**src/rtl/core/upn_pkg.sv**
```systemverilog
`default_nettype none

package upn_pkg;

  // Output limit for one path; any byte that would bring the count to it rejects.
  localparam int unsigned CAPACITY = 4096;
  localparam int unsigned CNT_W    = $clog2(CAPACITY);

  localparam logic [CNT_W:0]   CAP_EXT  = (CNT_W + 1)'(CAPACITY);
  localparam logic [CNT_W-1:0] CAP_LAST = CNT_W'(CAPACITY - 1);

  localparam logic [7:0] CH_SLASH  = 8'h2F;
  localparam logic [7:0] CH_BSLASH = 8'h5C;
  localparam logic [7:0] CH_DOT    = 8'h2E;
  localparam logic [7:0] CH_NUL    = 8'h00;

  // Length and start position of the two index suffixes.
  localparam logic [3:0] SUFFIX_LEN_FULL = 4'd11;
  localparam logic [3:0] SUFFIX_LEN_BARE = 4'd10;
  localparam logic [3:0] SUFFIX_POS_FULL = 4'd0;
  localparam logic [3:0] SUFFIX_POS_BARE = 4'd1;

  // Start positions in the content string "/..b/.b/b".
  localparam logic [3:0] CONTENT_LAST         = 4'd3;  // "b", ".b", "..b" end here
  localparam logic [3:0] CONTENT_POS_SEP      = 4'd7;  // "/b"
  localparam logic [3:0] CONTENT_POS_SEP_DOT  = 4'd4;  // "/.b"
  localparam logic [3:0] CONTENT_POS_SEP_DOTS = 4'd0;  // "/..b"

  typedef enum logic [1:0] {
    KIND_BYTE   = 2'd0,
    KIND_ACCEPT = 2'd1,
    KIND_REJECT = 2'd2
  } kind_e;

  typedef enum logic [1:0] {
    SEG_NONE   = 2'd0,
    SEG_DOT    = 2'd1,
    SEG_DOTDOT = 2'd2,
    SEG_KEPT   = 2'd3
  } seg_e;

  // Where the bytes of a burst come from: the "/..b/.b/b" content string or "/index.html".
  typedef enum logic {
    SRC_CONTENT = 1'b0,
    SRC_SUFFIX  = 1'b1
  } src_e;

  // One burst of results caused by one input transfer.
  typedef struct packed {
    src_e       src;
    logic [7:0] data;
    logic [3:0] pos;
    logic [3:0] nbytes;
    logic       end_item;
    logic       end_rej;
  } burst_t;

  function automatic logic [7:0] burst_char(src_e src, logic [3:0] pos, logic [7:0] data);
    logic [7:0] ch;
    ch = 8'h00;
    if (src == SRC_CONTENT) begin
      case (pos)
        4'd0:    ch = CH_SLASH;
        4'd1:    ch = CH_DOT;
        4'd2:    ch = CH_DOT;
        4'd3:    ch = data;
        4'd4:    ch = CH_SLASH;
        4'd5:    ch = CH_DOT;
        4'd6:    ch = data;
        4'd7:    ch = CH_SLASH;
        4'd8:    ch = data;
        default: ch = 8'h00;
      endcase
    end else begin
      case (pos)
        4'd0:    ch = CH_SLASH;
        4'd1:    ch = 8'h69; // i
        4'd2:    ch = 8'h6E; // n
        4'd3:    ch = 8'h64; // d
        4'd4:    ch = 8'h65; // e
        4'd5:    ch = 8'h78; // x
        4'd6:    ch = CH_DOT;
        4'd7:    ch = 8'h68; // h
        4'd8:    ch = 8'h74; // t
        4'd9:    ch = 8'h6D; // m
        4'd10:   ch = 8'h6C; // l
        default: ch = 8'h00;
      endcase
    end
    return ch;
  endfunction

endpackage

`default_nettype wire

```
**src/rtl/core/upn_emit.sv**
```systemverilog
`default_nettype none

// Two-slot burst queue: a waiting slot and an active slot that plays out
// one result per transfer.
module upn_emit (
  input  wire                  clk_i,
  input  wire                  rst_ni,
  input  wire                  load_valid_i,
  input  wire upn_pkg::burst_t load_burst_i,
  output logic                 load_ready_o,
  output logic                 m_axis_tvalid_o,
  input  wire                  m_axis_tready_i,
  output logic [7:0]           m_axis_tdata_o,   // out_byte
  output logic [1:0]           m_axis_tuser_o,   // kind
  output logic                 m_axis_tlast_o    // run_end
);

  upn_pkg::burst_t wait_q, wait_d, act_q, act_d;
  logic            wait_valid_q, wait_valid_d;
  logic            act_busy, act_last, take, act_free, move;

  always_comb begin
    act_busy = (act_q.nbytes != 4'd0) || act_q.end_item;
    act_last = ((act_q.nbytes == 4'd1) && !act_q.end_item) ||
               ((act_q.nbytes == 4'd0) && act_q.end_item);
    take     = act_busy && m_axis_tready_i;
    act_free = !act_busy || (take && act_last);
    move     = wait_valid_q && act_free;
  end

  assign load_ready_o    = !wait_valid_q || move;
  assign m_axis_tvalid_o = act_busy;
  assign m_axis_tlast_o  = (act_q.nbytes == 4'd0);

  always_comb begin
    if (act_q.nbytes != 4'd0) begin
      m_axis_tdata_o = upn_pkg::burst_char(act_q.src, act_q.pos, act_q.data);
      m_axis_tuser_o = upn_pkg::KIND_BYTE;
    end else begin
      m_axis_tdata_o = 8'h00;
      m_axis_tuser_o = act_q.end_rej ? upn_pkg::KIND_REJECT : upn_pkg::KIND_ACCEPT;
    end
  end

  always_comb begin
    act_d = act_q;
    if (move) begin
      act_d = wait_q;
    end else if (take) begin
      if (act_q.nbytes != 4'd0) begin
        act_d.nbytes = act_q.nbytes - 4'd1;
        act_d.pos    = act_q.pos + 4'd1;
      end else begin
        act_d.end_item = 1'b0;
      end
    end
    wait_d       = wait_q;
    wait_valid_d = wait_valid_q;
    if (load_valid_i) begin
      wait_d       = load_burst_i;
      wait_valid_d = 1'b1;
    end else if (move) begin
      wait_valid_d = 1'b0;
    end
  end

  always_ff @(posedge clk_i or negedge rst_ni) begin
    if (!rst_ni) begin
      act_q        <= '0;
      wait_valid_q <= 1'b0;
    end else begin
      act_q        <= act_d;
      wait_valid_q <= wait_valid_d;
    end
  end

  always_ff @(posedge clk_i) begin
    wait_q <= wait_d;
  end

  a_no_overrun: assert property (@(posedge clk_i) disable iff (!rst_ni)
    load_valid_i |-> load_ready_o)
    else $error("burst loaded while the waiting slot is held");

  a_burst_len: assert property (@(posedge clk_i) disable iff (!rst_ni)
    act_q.nbytes <= upn_pkg::SUFFIX_LEN_FULL)
    else $error("burst longer than the index suffix");

  a_end_drains: assert property (@(posedge clk_i) disable iff (!rst_ni)
    (take && act_last && !wait_valid_q) |=> !m_axis_tvalid_o)
    else $error("results appear with no burst queued");

  a_last_is_end: assert property (@(posedge clk_i) disable iff (!rst_ni)
    (m_axis_tvalid_o && m_axis_tlast_o) |-> (m_axis_tuser_o != upn_pkg::KIND_BYTE))
    else $error("terminal item carries a path byte");

endmodule

`default_nettype wire

```
**src/rtl/core/url_path_normalizer_top.sv**
```systemverilog
`default_nettype none
// Flow: the burst of an accepted input transfer goes to the waiting slot, then to the active slot.
// Throughput: one input byte per cycle while each byte yields at most one result and the output
//   is not held; a byte that yields more results (up to 12, set by the index suffix) holds input.
// Reset: rst_ni is asynchronous, active low; it clears the path state and the burst queue.

module url_path_normalizer_top (
  input  wire        clk_i,
  input  wire        rst_ni,
  input  wire        s_axis_tvalid_i,
  output logic       s_axis_tready_o,
  input  wire  [7:0] s_axis_tdata_i,   // path_byte
  input  wire        s_axis_tlast_i,   // final_byte
  output logic       m_axis_tvalid_o,
  input  wire        m_axis_tready_i,
  output logic [7:0] m_axis_tdata_o,   // out_byte
  output logic [1:0] m_axis_tuser_o,   // kind
  output logic       m_axis_tlast_o    // run_end
);

  localparam int unsigned CW = upn_pkg::CNT_W;

  // Per-path state. Held dots are always '.', so only their count is kept.
  logic           first_seen_q, first_seen_d;
  logic           rejected_q, rejected_d;
  logic [CW-1:0]  out_count_q, out_count_d;
  upn_pkg::seg_e  seg_q, seg_d;
  logic           prev_slash_q, prev_slash_d;

  logic            accept;
  logic            load_valid;
  logic            load_ready;
  upn_pkg::burst_t burst;

  // Working values of the single pass over one byte.
  logic            rej;
  logic            content_emit;
  logic            content_sep;
  logic [3:0]      content_dots;
  logic [3:0]      req_len;
  logic [3:0]      req_pos;
  upn_pkg::src_e   req_src;
  logic [CW:0]     count_sum;
  logic [CW-1:0]   avail;
  logic            over;
  logic [3:0]      n_emit;

  assign s_axis_tready_o = load_ready;
  assign accept          = s_axis_tvalid_i && s_axis_tready_o;

  always_comb begin
    first_seen_d = first_seen_q;
    rejected_d   = rejected_q;
    seg_d        = seg_q;
    prev_slash_d = prev_slash_q;
    rej          = rejected_q;
    content_emit = 1'b0;
    content_dots = 4'd0;
    content_sep  = 1'b0;
    req_len      = 4'd0;
    req_pos      = 4'd0;
    req_src      = upn_pkg::SRC_CONTENT;

    if (!first_seen_q) begin
      // Leading byte: must be the root slash.
      first_seen_d = 1'b1;
      prev_slash_d = 1'b1;
      if (s_axis_tdata_i != upn_pkg::CH_SLASH) begin
        rej = 1'b1;
      end
    end else if (!rejected_q) begin
      if (s_axis_tdata_i == upn_pkg::CH_SLASH) begin
        // Close the open segment; a held ".." is a parent reference and rejects.
        if (seg_q == upn_pkg::SEG_DOTDOT) begin
          rej = 1'b1;
        end
        seg_d        = upn_pkg::SEG_NONE;
        prev_slash_d = 1'b1;
      end else begin
        prev_slash_d = 1'b0;
        if ((s_axis_tdata_i == upn_pkg::CH_BSLASH) || (s_axis_tdata_i == upn_pkg::CH_NUL)) begin
          rej = 1'b1;
        end else begin
          case (seg_q)
            upn_pkg::SEG_NONE: begin
              if (s_axis_tdata_i == upn_pkg::CH_DOT) begin
                seg_d = upn_pkg::SEG_DOT;
              end else begin
                content_emit = 1'b1;
                content_sep  = (out_count_q != '0);
                seg_d        = upn_pkg::SEG_KEPT;
              end
            end
            upn_pkg::SEG_DOT: begin
              if (s_axis_tdata_i == upn_pkg::CH_DOT) begin
                seg_d = upn_pkg::SEG_DOTDOT;
              end else begin
                content_emit = 1'b1;
                content_dots = 4'd1;
                content_sep  = (out_count_q != '0);
                seg_d        = upn_pkg::SEG_KEPT;
              end
            end
            upn_pkg::SEG_DOTDOT: begin
              // Release the held dots: the segment is longer than "..".
              content_emit = 1'b1;
              content_dots = 4'd2;
              content_sep  = (out_count_q != '0);
              seg_d        = upn_pkg::SEG_KEPT;
            end
            default: begin
              content_emit = 1'b1;
            end
          endcase
        end
      end
    end

    if (content_emit) begin
      req_src = upn_pkg::SRC_CONTENT;
      req_len = 4'd1 + content_dots + {3'd0, content_sep};
      // Pick the stretch of "/..b/.b/b" that carries the separator and held dots.
      if (!content_sep) begin
        req_pos = upn_pkg::CONTENT_LAST - content_dots;
      end else begin
        case (content_dots)
          4'd0:    req_pos = upn_pkg::CONTENT_POS_SEP;
          4'd1:    req_pos = upn_pkg::CONTENT_POS_SEP_DOT;
          default: req_pos = upn_pkg::CONTENT_POS_SEP_DOTS;
        endcase
      end
    end

    // Last byte: close the segment and pick the index suffix. A byte emitted on this
    // transfer leaves prev_slash clear and the count non-zero, so no suffix follows it.
    if (s_axis_tlast_i && !rej && !content_emit) begin
      if (seg_d == upn_pkg::SEG_DOTDOT) begin
        rej = 1'b1;
      end else if (out_count_q == '0) begin
        req_src = upn_pkg::SRC_SUFFIX;
        req_len = upn_pkg::SUFFIX_LEN_BARE;
        req_pos = upn_pkg::SUFFIX_POS_BARE;
      end else if (prev_slash_d) begin
        req_src = upn_pkg::SRC_SUFFIX;
        req_len = upn_pkg::SUFFIX_LEN_FULL;
        req_pos = upn_pkg::SUFFIX_POS_FULL;
      end
    end

    // Capacity: emit what fits below the limit, then reject.
    count_sum = {1'b0, out_count_q} + {{(CW - 3){1'b0}}, req_len};
    avail     = upn_pkg::CAP_LAST - out_count_q;
    over      = (count_sum >= upn_pkg::CAP_EXT);
    n_emit    = over ? avail[3:0] : req_len;
    if (over) begin
      rej = 1'b1;
    end
    out_count_d = out_count_q + {{(CW - 4){1'b0}}, n_emit};
    rejected_d  = rej;

    burst.src      = req_src;
    burst.data     = s_axis_tdata_i;
    burst.pos      = req_pos;
    burst.nbytes   = n_emit;
    burst.end_item = s_axis_tlast_i;
    burst.end_rej  = rej;

    // End of path: start the next one from scratch.
    if (s_axis_tlast_i) begin
      first_seen_d = 1'b0;
      rejected_d   = 1'b0;
      out_count_d  = '0;
      seg_d        = upn_pkg::SEG_NONE;
      prev_slash_d = 1'b0;
    end
  end

  // Drop bursts with nothing in them.
  assign load_valid = accept && ((n_emit != 4'd0) || s_axis_tlast_i);

  always_ff @(posedge clk_i or negedge rst_ni) begin
    if (!rst_ni) begin
      first_seen_q <= 1'b0;
      rejected_q   <= 1'b0;
      out_count_q  <= '0;
      seg_q        <= upn_pkg::SEG_NONE;
      prev_slash_q <= 1'b0;
    end else if (accept) begin
      first_seen_q <= first_seen_d;
      rejected_q   <= rejected_d;
      out_count_q  <= out_count_d;
      seg_q        <= seg_d;
      prev_slash_q <= prev_slash_d;
    end
  end

  upn_emit u_emit (
    .clk_i           (clk_i),
    .rst_ni          (rst_ni),
    .load_valid_i    (load_valid),
    .load_burst_i    (burst),
    .load_ready_o    (load_ready),
    .m_axis_tvalid_o (m_axis_tvalid_o),
    .m_axis_tready_i (m_axis_tready_i),
    .m_axis_tdata_o  (m_axis_tdata_o),
    .m_axis_tuser_o  (m_axis_tuser_o),
    .m_axis_tlast_o  (m_axis_tlast_o)
  );

endmodule

`default_nettype wire

```
**config.mk**
```make
export PLATFORM = sky130hd
export DESIGN_NAME = url_path_normalizer_top
export DESIGN_NICKNAME = d
export VERILOG_FILES = /design/src/rtl/core/upn_pkg.sv /design/src/rtl/core/upn_emit.sv /design/src/rtl/core/url_path_normalizer_top.sv
export SDC_FILE = /design/constraint.sdc
export NUM_CORES = 1
export LEC_CHECK = 0
export BUFFER_PORTS_ARGS = -buffer_cell sky130_fd_sc_hd__buf_2
export CAP_MARGIN = 20
export CORE_MARGIN = 8
export CORE_UTILIZATION = 40
export DETAILED_ROUTE_END_ITERATION = 8
export SLEW_MARGIN = 20
export SYNTH_ARGS = -nofsm -noshare
export SYNTH_HDL_FRONTEND = slang
export SYNTH_SLANG_ARGS = --single-unit
```
**constraint.sdc**
```tcl
create_clock -name clk_i -period 10.2 [get_ports clk_i]
set_input_delay 2.04 -clock clk_i [delete_from_list [all_inputs] [get_ports clk_i]]
set_output_delay 2.04 -clock clk_i [all_outputs]
set_load 0.01 [all_outputs]
```
==> results.py, run 1 <==
metrics = {
    "global_route": {
        "gr-total-overflow": 0,
        "grt_pass1_vias": 2745,
        "grt_max_degree": 37,
        "grt_pass1_wl_mm": 13.0,
        "antenna_found_initial": 0,
        "grtUsageTotal_pct": 13.4,
    },
    "sta": {
        "period_share_pct": 69.8,
        "drv_slew": 0,
        "fin_skew_ns": 0.00981,
        "period_minus_slack_ns": 7.12,
        "worst_hold_slack_ns": 0.479,
        "relSlewSlack_pct": 31.2,
        "rsz0062_at_grt": "false",
        "finalSetupViolations": 0,
        "worst_pin_slew_ns": 1.03,
        "hold_violations": 0,
        "clock.fmax_ghz": 0.140,
        "setup_tns_ns": 0,
    },
    "worst_setup_path": {
        "critPathKind": "in -> reg",
        "worst_setup_path_start_kind": "primary input",
        "crit_path_end_kind": "flip-flop",
        "arrival_ns": 7.30,
        "path_max_fanout": 9,
        "reg2reg_depth": 23,
        "crit_required_ns": 10.38,
    },
    "clocking": {
        "cts_root_buf": "clkbuf_8",
        "cts_tree": "yes",
        "postCtsSetupRepairBufs": 0,
        "clock_path_buffers": 2,
        "numCtsBuffers": 5,
        "clock_latency_ns": 0.31,
        "cts.htree.levels": 2,
        "hold_buffers": 0,
        "clk_pin_slew_ns": 0.11,
        "clock-sinks": 54,
        "ctsResizeCount": 0,
    },
    "floorplan": {
        "num_rows": 34,
        "dieWidth_um": 109,
        "ioPinCount": 26,
        "die_h_um": 109,
        "die-area_um2": 11900,
        "initial_utilization_pct": 40.3,
        "core_area_um2": 8550,
    },
    "placed_design": {
        "port-buffer-count": 25,
        "hpwl_mm": 5.47,
        "globalplace.congestion": 0.806,
    },
    "synthesis": {
        "synth_mux_area_share_pct": 5.04,
        "ys_async_sr_fraction_pct": 66.7,
        "synth-seq-cells": 54,
        "synth_area_leader_cell": "dfrtp_1",
        "synth_top_area_share_pct": 26.1,
        "ys_types": 63,
        "synth_area_leaders": "dfrtp_1 26%, edfxtp_1 16%, ha_1 7.6%",
        "synth_compound_area_share_pct": 21.8,
        "synth-xor-area-share_pct": 1.27,
        "synth_fa_ha_area_share_pct": 8.78,
        "yosysWarnings": 0,
        "ys.flop_type": "dfrtp_1",
        "synth_commonest_cells": "40 x nand2_1, 36 x dfrtp_1, 27 x o21ai_0, 26 x a21oi_1, 25 x inv_1",
        "synth-edff-count": 18,
        "synth_top_family_by_area": "compound AO/OA/AOI/OAI gates",
        "synthCells": 357,
        "mappedNetlistNets": 393,
        "synth-simple-area-share_pct": 17.0,
        "synth_most_common_cell": "nand2_1",
        "synth_seq_area_share_pct": 41.8,
        "synth_area_um2": 3450,
        "syn_avg_cell_area_um2": 9.66,
    },
    "drt": {
        "wl_per_cell_um": 15.3,
        "drcViolationCount": 0,
        "via_per_inst": 5.59,
        "first_iter_violations": 104,
        "num_vias": 2716,
        "drt-pass1-iter-count": 4,
        "final_antenna_net_count": 0,
        "drt_wl_total_mm": 7.43,
    },
    "final_layout": {
        "antenna_cells": 0,
        "drive_above_1_share_pct": 15.6,
        "area_delta_synth_final_pct": 9.83,
        "final_core_util_pct": 44.3,
        "final_nets": 413,
        "num-fill-cells": 796,
    },
    "pwr": {
        "peakVddDrop_mv": 0.138,
        "p_per_area_nw_per_um2": 305,
        "p_leak_nw": 1.58,
        "total_power_mw": 1.16,
    },
    "worst_hold_path": {
        "hold_path_class": "reg -> reg",
        "hold_depth": 1,
    },
    "flow_run": {
        "cap_violations": 0,
    },
    "outcome": {
        "status": "complete, no violations",
    },
}
[worst max-delay path: stages]
cell	delay (ns)
buf_2	0.12
and4_2	0.24
o21ai_0	0.36
nand3_1	0.27
nor3_1	0.34
o21ai_0	0.19
ha_1	0.30
o32a_1	0.19
nor2_2	0.14
ha_1	0.16
inv_1	0.05
fa_1	0.36
inv_1	0.06
a21o_1	0.10
a21oi_1	0.07
nor4_1	0.32
buf_4	0.23
mux2_2	0.36
ha_1	0.20
inv_1	0.07
fa_1	0.17
nor2b_1	0.07
a221oi_1	0.55
nor4_1	0.13
xnor2_1	0.17
a21oi_1	0.05
[cells in the final DEF, fill, tap and decap left out, drive strengths merged, types with 8 or more instances in the layout]
cell	n
nand2	40
dfrtp	36
o21ai	30
a21oi	27
inv	26
buf	26
ha	21
edfxtp	18
nor2	15
mux2	11
nor4	9
nor3	8
[registers in the layout, indices dropped and copies added (netlist names)]
signal,cells
u_emit.wait_q,18
u_emit.act_q,19
u_emit.wait_valid_q,1
seg_q,2
out_count_q,12
rejected_q,1
first_seen_q,1
[final cells by class]
type,instances,area [um^2],share of cell area (%)
sequential,54,1440,38.0
clock buffer,5,68.8,1.82
tap,108,135,3.57
inverter,26,97.6,2.58
clock inverter,3,47.5,1.25
multi-input combinational,264,1870,49.2
timing repair buffer,26,133,3.50
[final timing paths]
kind	startpoint	slack, ns	to
hold / removal	u_emit.wait_q[13]	0.48	u_emit.act_q[13]
setup / recovery	s_axis_tdata_i[6]	3.08	out_count_q[10]
max in group asynchronous	rst_ni	7.82	u_emit.act_q[10]
min in group asynchronous	rst_ni	1.83	seg_q[1]
setup reg to reg	seg_q[0]	4.67	out_count_q[10]
hold reg to reg	u_emit.wait_q[13]	0.48	u_emit.act_q[13]
[logic make-up (layout without fill, tap and decap cells)]
| group | after synthesis | in the layout |
|---|---|---|
| DFF | 54 | 54 |
| muxes | 16 | 16 |
| buffers and inverters | 39 | 60 |
| and+or+nand+nor | 110 | 110 |
| adders and majority gates | 23 | 23 |
| xor gates and xnor gates | 5 | 5 |
| AOI/OAI and AO/OA | 110 | 110 |
[per-layer routing]
| layer | part of all wire [%] | global-route usage [%] | vias up |
|---|---|---|---|
| met5 | 0 | 0 | - |
| met3 | 3.1 | 2.13 | 6 |
| met2 | 48 | 22.9 | 41 |
| met1 | 48 | 17.3 | 1309 |
| met4 | 1.0 | 3.42 | 0 |
| li1 | - | - | 1360 |
[where the power goes]
group | switching, mW | internal (mW)
clock | 0.0756 | 0.0746
sequential | 0.0785 | 0.313
combinational | 0.357 | 0.257
total | 0.511 | 0.644
[metrics by stage]
step	setup WS [ns]	instance area, um^2	std cells
final	3.08	3790	486
after global routing	2.44	3790	486
after CTS	3.10	3780	486
after detailed placement	2.82	3670	478
after global placement	3.01	3670	478
after floorplan	3.00	3450	357
No activity file was read; power rests on OpenSTA's default activity.
==> inputs of run 2 (changes only) <==
==> constraint.sdc (replaced) <==
create_clock -name clk_i -period 6.15 [get_ports clk_i]
set_input_delay 1.23 -clock clk_i [delete_from_list [all_inputs] [get_ports clk_i]]
set_output_delay 1.23 -clock clk_i [all_outputs]
set_load 0.01 [all_outputs]
==> run 2 against run 1 <==
  * Largest power group unchanged
  * Cell count rose by 1.6%
  * Sequential cell count did not move
  * Combinational power rose by 69%
  * Clock power rose by 35%
  * Highest routed layer unchanged
  * First-iteration DRC count rose by 16%
  * Die area did not move
  * Largest cell class unchanged
  * Sequential power rose by 66%
  * Routed wire length rose by 1.2%
  * Non-clock buffer count rose by 8
  * Utilization rose by 0.78 points
  * Critical endpoint unchanged
  * Critical path depth rose by 1
  * Via count rose by 0.22%
==> results.py, run 2 (synthesized netlist as in run 1, its figures left out) <==
metrics = {
    "pwr": {
        "p_comb_share_pct": 55.0,
        "p_leak_nw": 1.62,
        "pwr-share-seq_pct": 34.3,
        "p_per_area_nw_per_um2": 491,
        "pwr-share-clk_pct": 10.7,
        "p_sw_mw": 0.852,
        "peakVddDrop_mv": 0.190,
        "netSwitchingFraction_pct": 45.0,
        "internal_power_mw": 1.04,
    },
    "placed_design": {
        "dp_cells": 486,
        "globalplace.congestion": 0.812,
        "port-buffer-count": 25,
        "hpwl_mm": 5.61,
    },
    "sta": {
        "period_share_pct": 94.7,
        "worst_pin_slew_ns": 0.992,
        "hold_violations": 0,
        "clock.fmax_ghz": 0.172,
        "period_minus_slack_ns": 5.82,
        "fin_skew_ns": 0.00416,
        "drv_slew": 0,
        "finalSetupViolations": 0,
        "relSlewSlack_pct": 33.8,
        "setup_tns_ns": 0,
    },
    "clocking": {
        "postCtsSetupRepairBufs": 0,
        "cts_tree": "yes",
        "numCtsBuffers": 5,
        "clock_path_buffers": 2,
        "clock-sinks": 54,
        "cts_root_buf": "clkbuf_8",
        "clock_latency_ns": 0.30,
        "cts.htree.levels": 2,
        "clk_pin_slew_ns": 0.10,
    },
    "floorplan": {
        "core_area_um2": 8550,
        "dieWidth_um": 109,
        "num_rows": 34,
        "die-area_um2": 11900,
        "initial_utilization_pct": 40.3,
        "die_h_um": 109,
        "ioPinCount": 26,
    },
    "global_route": {
        "gr-total-overflow": 0,
        "antenna_found_initial": 0,
        "grt_pass1_vias": 2700,
        "grt_max_degree": 37,
        "grt_pass1_wl_mm": 13.0,
        "grtUsageTotal_pct": 13.3,
    },
    "worst_hold_path": {
        "hold_depth": 1,
        "worstHoldStart": "u_emit.wait_q[1]",
        "hold_path_class": "reg -> reg",
        "holdPathEnd": "u_emit.act_q[1]",
    },
    "final_layout": {
        "final_core_util_pct": 45.1,
        "fin_cells": 494,
        "area_delta_synth_final_pct": 11.8,
        "final_nets": 421,
        "drive_above_1_share_pct": 18.4,
        "top_register": "u_emit.act_q",
        "antenna_cells": 0,
        "layout_common_cells": "40 x nand2_1, 36 x dfrtp_1, 27 x o21ai_0",
        "reg_top3": "u_emit.act_q: 19 flops, u_emit.wait_q: 18 flops, out_count_q: 12 flops",
        "largest_reg_flops": 19,
        "final_common_cell": "nand2_1",
    },
    "worst_setup_path": {
        "timing.rr.end": "out_count_q[10]",
        "arrival_ns": 6.00,
        "crit_path_end_kind": "flip-flop",
        "reg2reg_from": "seg_q[0]",
        "crit_required_ns": 6.33,
        "path_max_fanout": 9,
        "critPathKind": "in -> reg",
        "reg2reg_depth": 24,
        "r2r_slack_ns": 0.90,
        "worst_setup_path_start_kind": "primary input",
    },
    "drt": {
        "drt-pass1-iter-count": 4,
        "first_iter_violations": 121,
        "drcViolationCount": 0,
        "wl_per_cell_um": 15.2,
        "drt_wl_total_mm": 7.53,
        "final_antenna_net_count": 0,
        "via_per_inst": 5.51,
        "num_vias": 2722,
    },
    "flow_run": {
        "cap_violations": 0,
    },
    "outcome": {
        "status": "complete, no violations",
    },
}
[run 2: stage by stage]
step	hold slack, ns	worst slack, ns	power, mW	area [um^2]
2_1_floorplan	0.436	0.0685	1.41	3460
3_3_place_gp	0.459	0.0525	1.69	3750
3_5_place_dp	0.463	-0.0418	1.71	3750
4_1_cts	0.488	0.281	1.91	3840
5_1_grt	0.502	-0.0529	2.07	3850
6_report	0.484	0.328	1.89	3850
[run 2: cell type report]
cell class | count | area [um^2]
clock buffers | 5 | 68.8
well taps | 108 | 135
repair buffers | 34 | 205
inverters | 26 | 97.6
multi-input cells | 264 | 1890
flip-flops and latches | 54 | 1440
fillers | 842 | 4700
clock inverters | 3 | 20.0
[run 2: worst max path at each step]
stage,startpoint,endpoint,cells past startpoint
2_1_floorplan,s_axis_tdata_i[6],out_count_q[10],24
3_3_place_gp,s_axis_tdata_i[6],out_count_q[11],26
3_5_place_dp,s_axis_tdata_i[6],out_count_q[11],28
4_1_cts,s_axis_tdata_i[6],out_count_q[11],28
5_1_grt,s_axis_tdata_i[6],out_count_q[10],27
6_report,s_axis_tdata_i[7],out_count_q[10],27
[run 2: timing repair]
item / CTS / global route
hold buffers: 0 / 0
gates resized for setup: 0 / 3
setup endpoints to repair: 0 / 3
[run 2: power by group through the flow]
stage	logic, mW	clock network, mW	registers [mW]
2_1_floorplan	0.819	0	0.595
3_3_place_gp	1.03	0	0.654
6_report	1.04	0.202	0.650
3_5_place_dp	1.05	0	0.658
4_1_cts	1.05	0.211	0.650
5_1_grt	1.18	0.220	0.671
[run 2: critical path, cell delays in order]
cell      delay [ns]
buf_2           0.13
and4b_1         0.24
a21oi_1         0.24
nand3_1         0.13
nor3_1          0.25
o21ai_0         0.18
ha_1            0.30
o32a_1          0.19
nor2_2          0.14
ha_1            0.15
inv_1           0.05
fa_1            0.35
inv_1           0.06
a21o_1          0.10
a21oi_1         0.07
nor4_2          0.38
buf_12          0.17
mux2_2          0.16
ha_1            0.16
inv_1           0.06
fa_1            0.37
nor2b_1         0.17
a221oi_1        0.10
buf_4           0.16
nor4_2          0.26
xnor2_1         0.15
a21oi_1         0.05
[run 2: per-layer routing]
metal,vias up,global-route usage [%],share of wire [%]
met3,4,2.07,2.8
li1,1368,-,-
met5,-,0,0
met4,0,3.23,0.66
met2,32,21.9,48
met1,1318,17.7,49
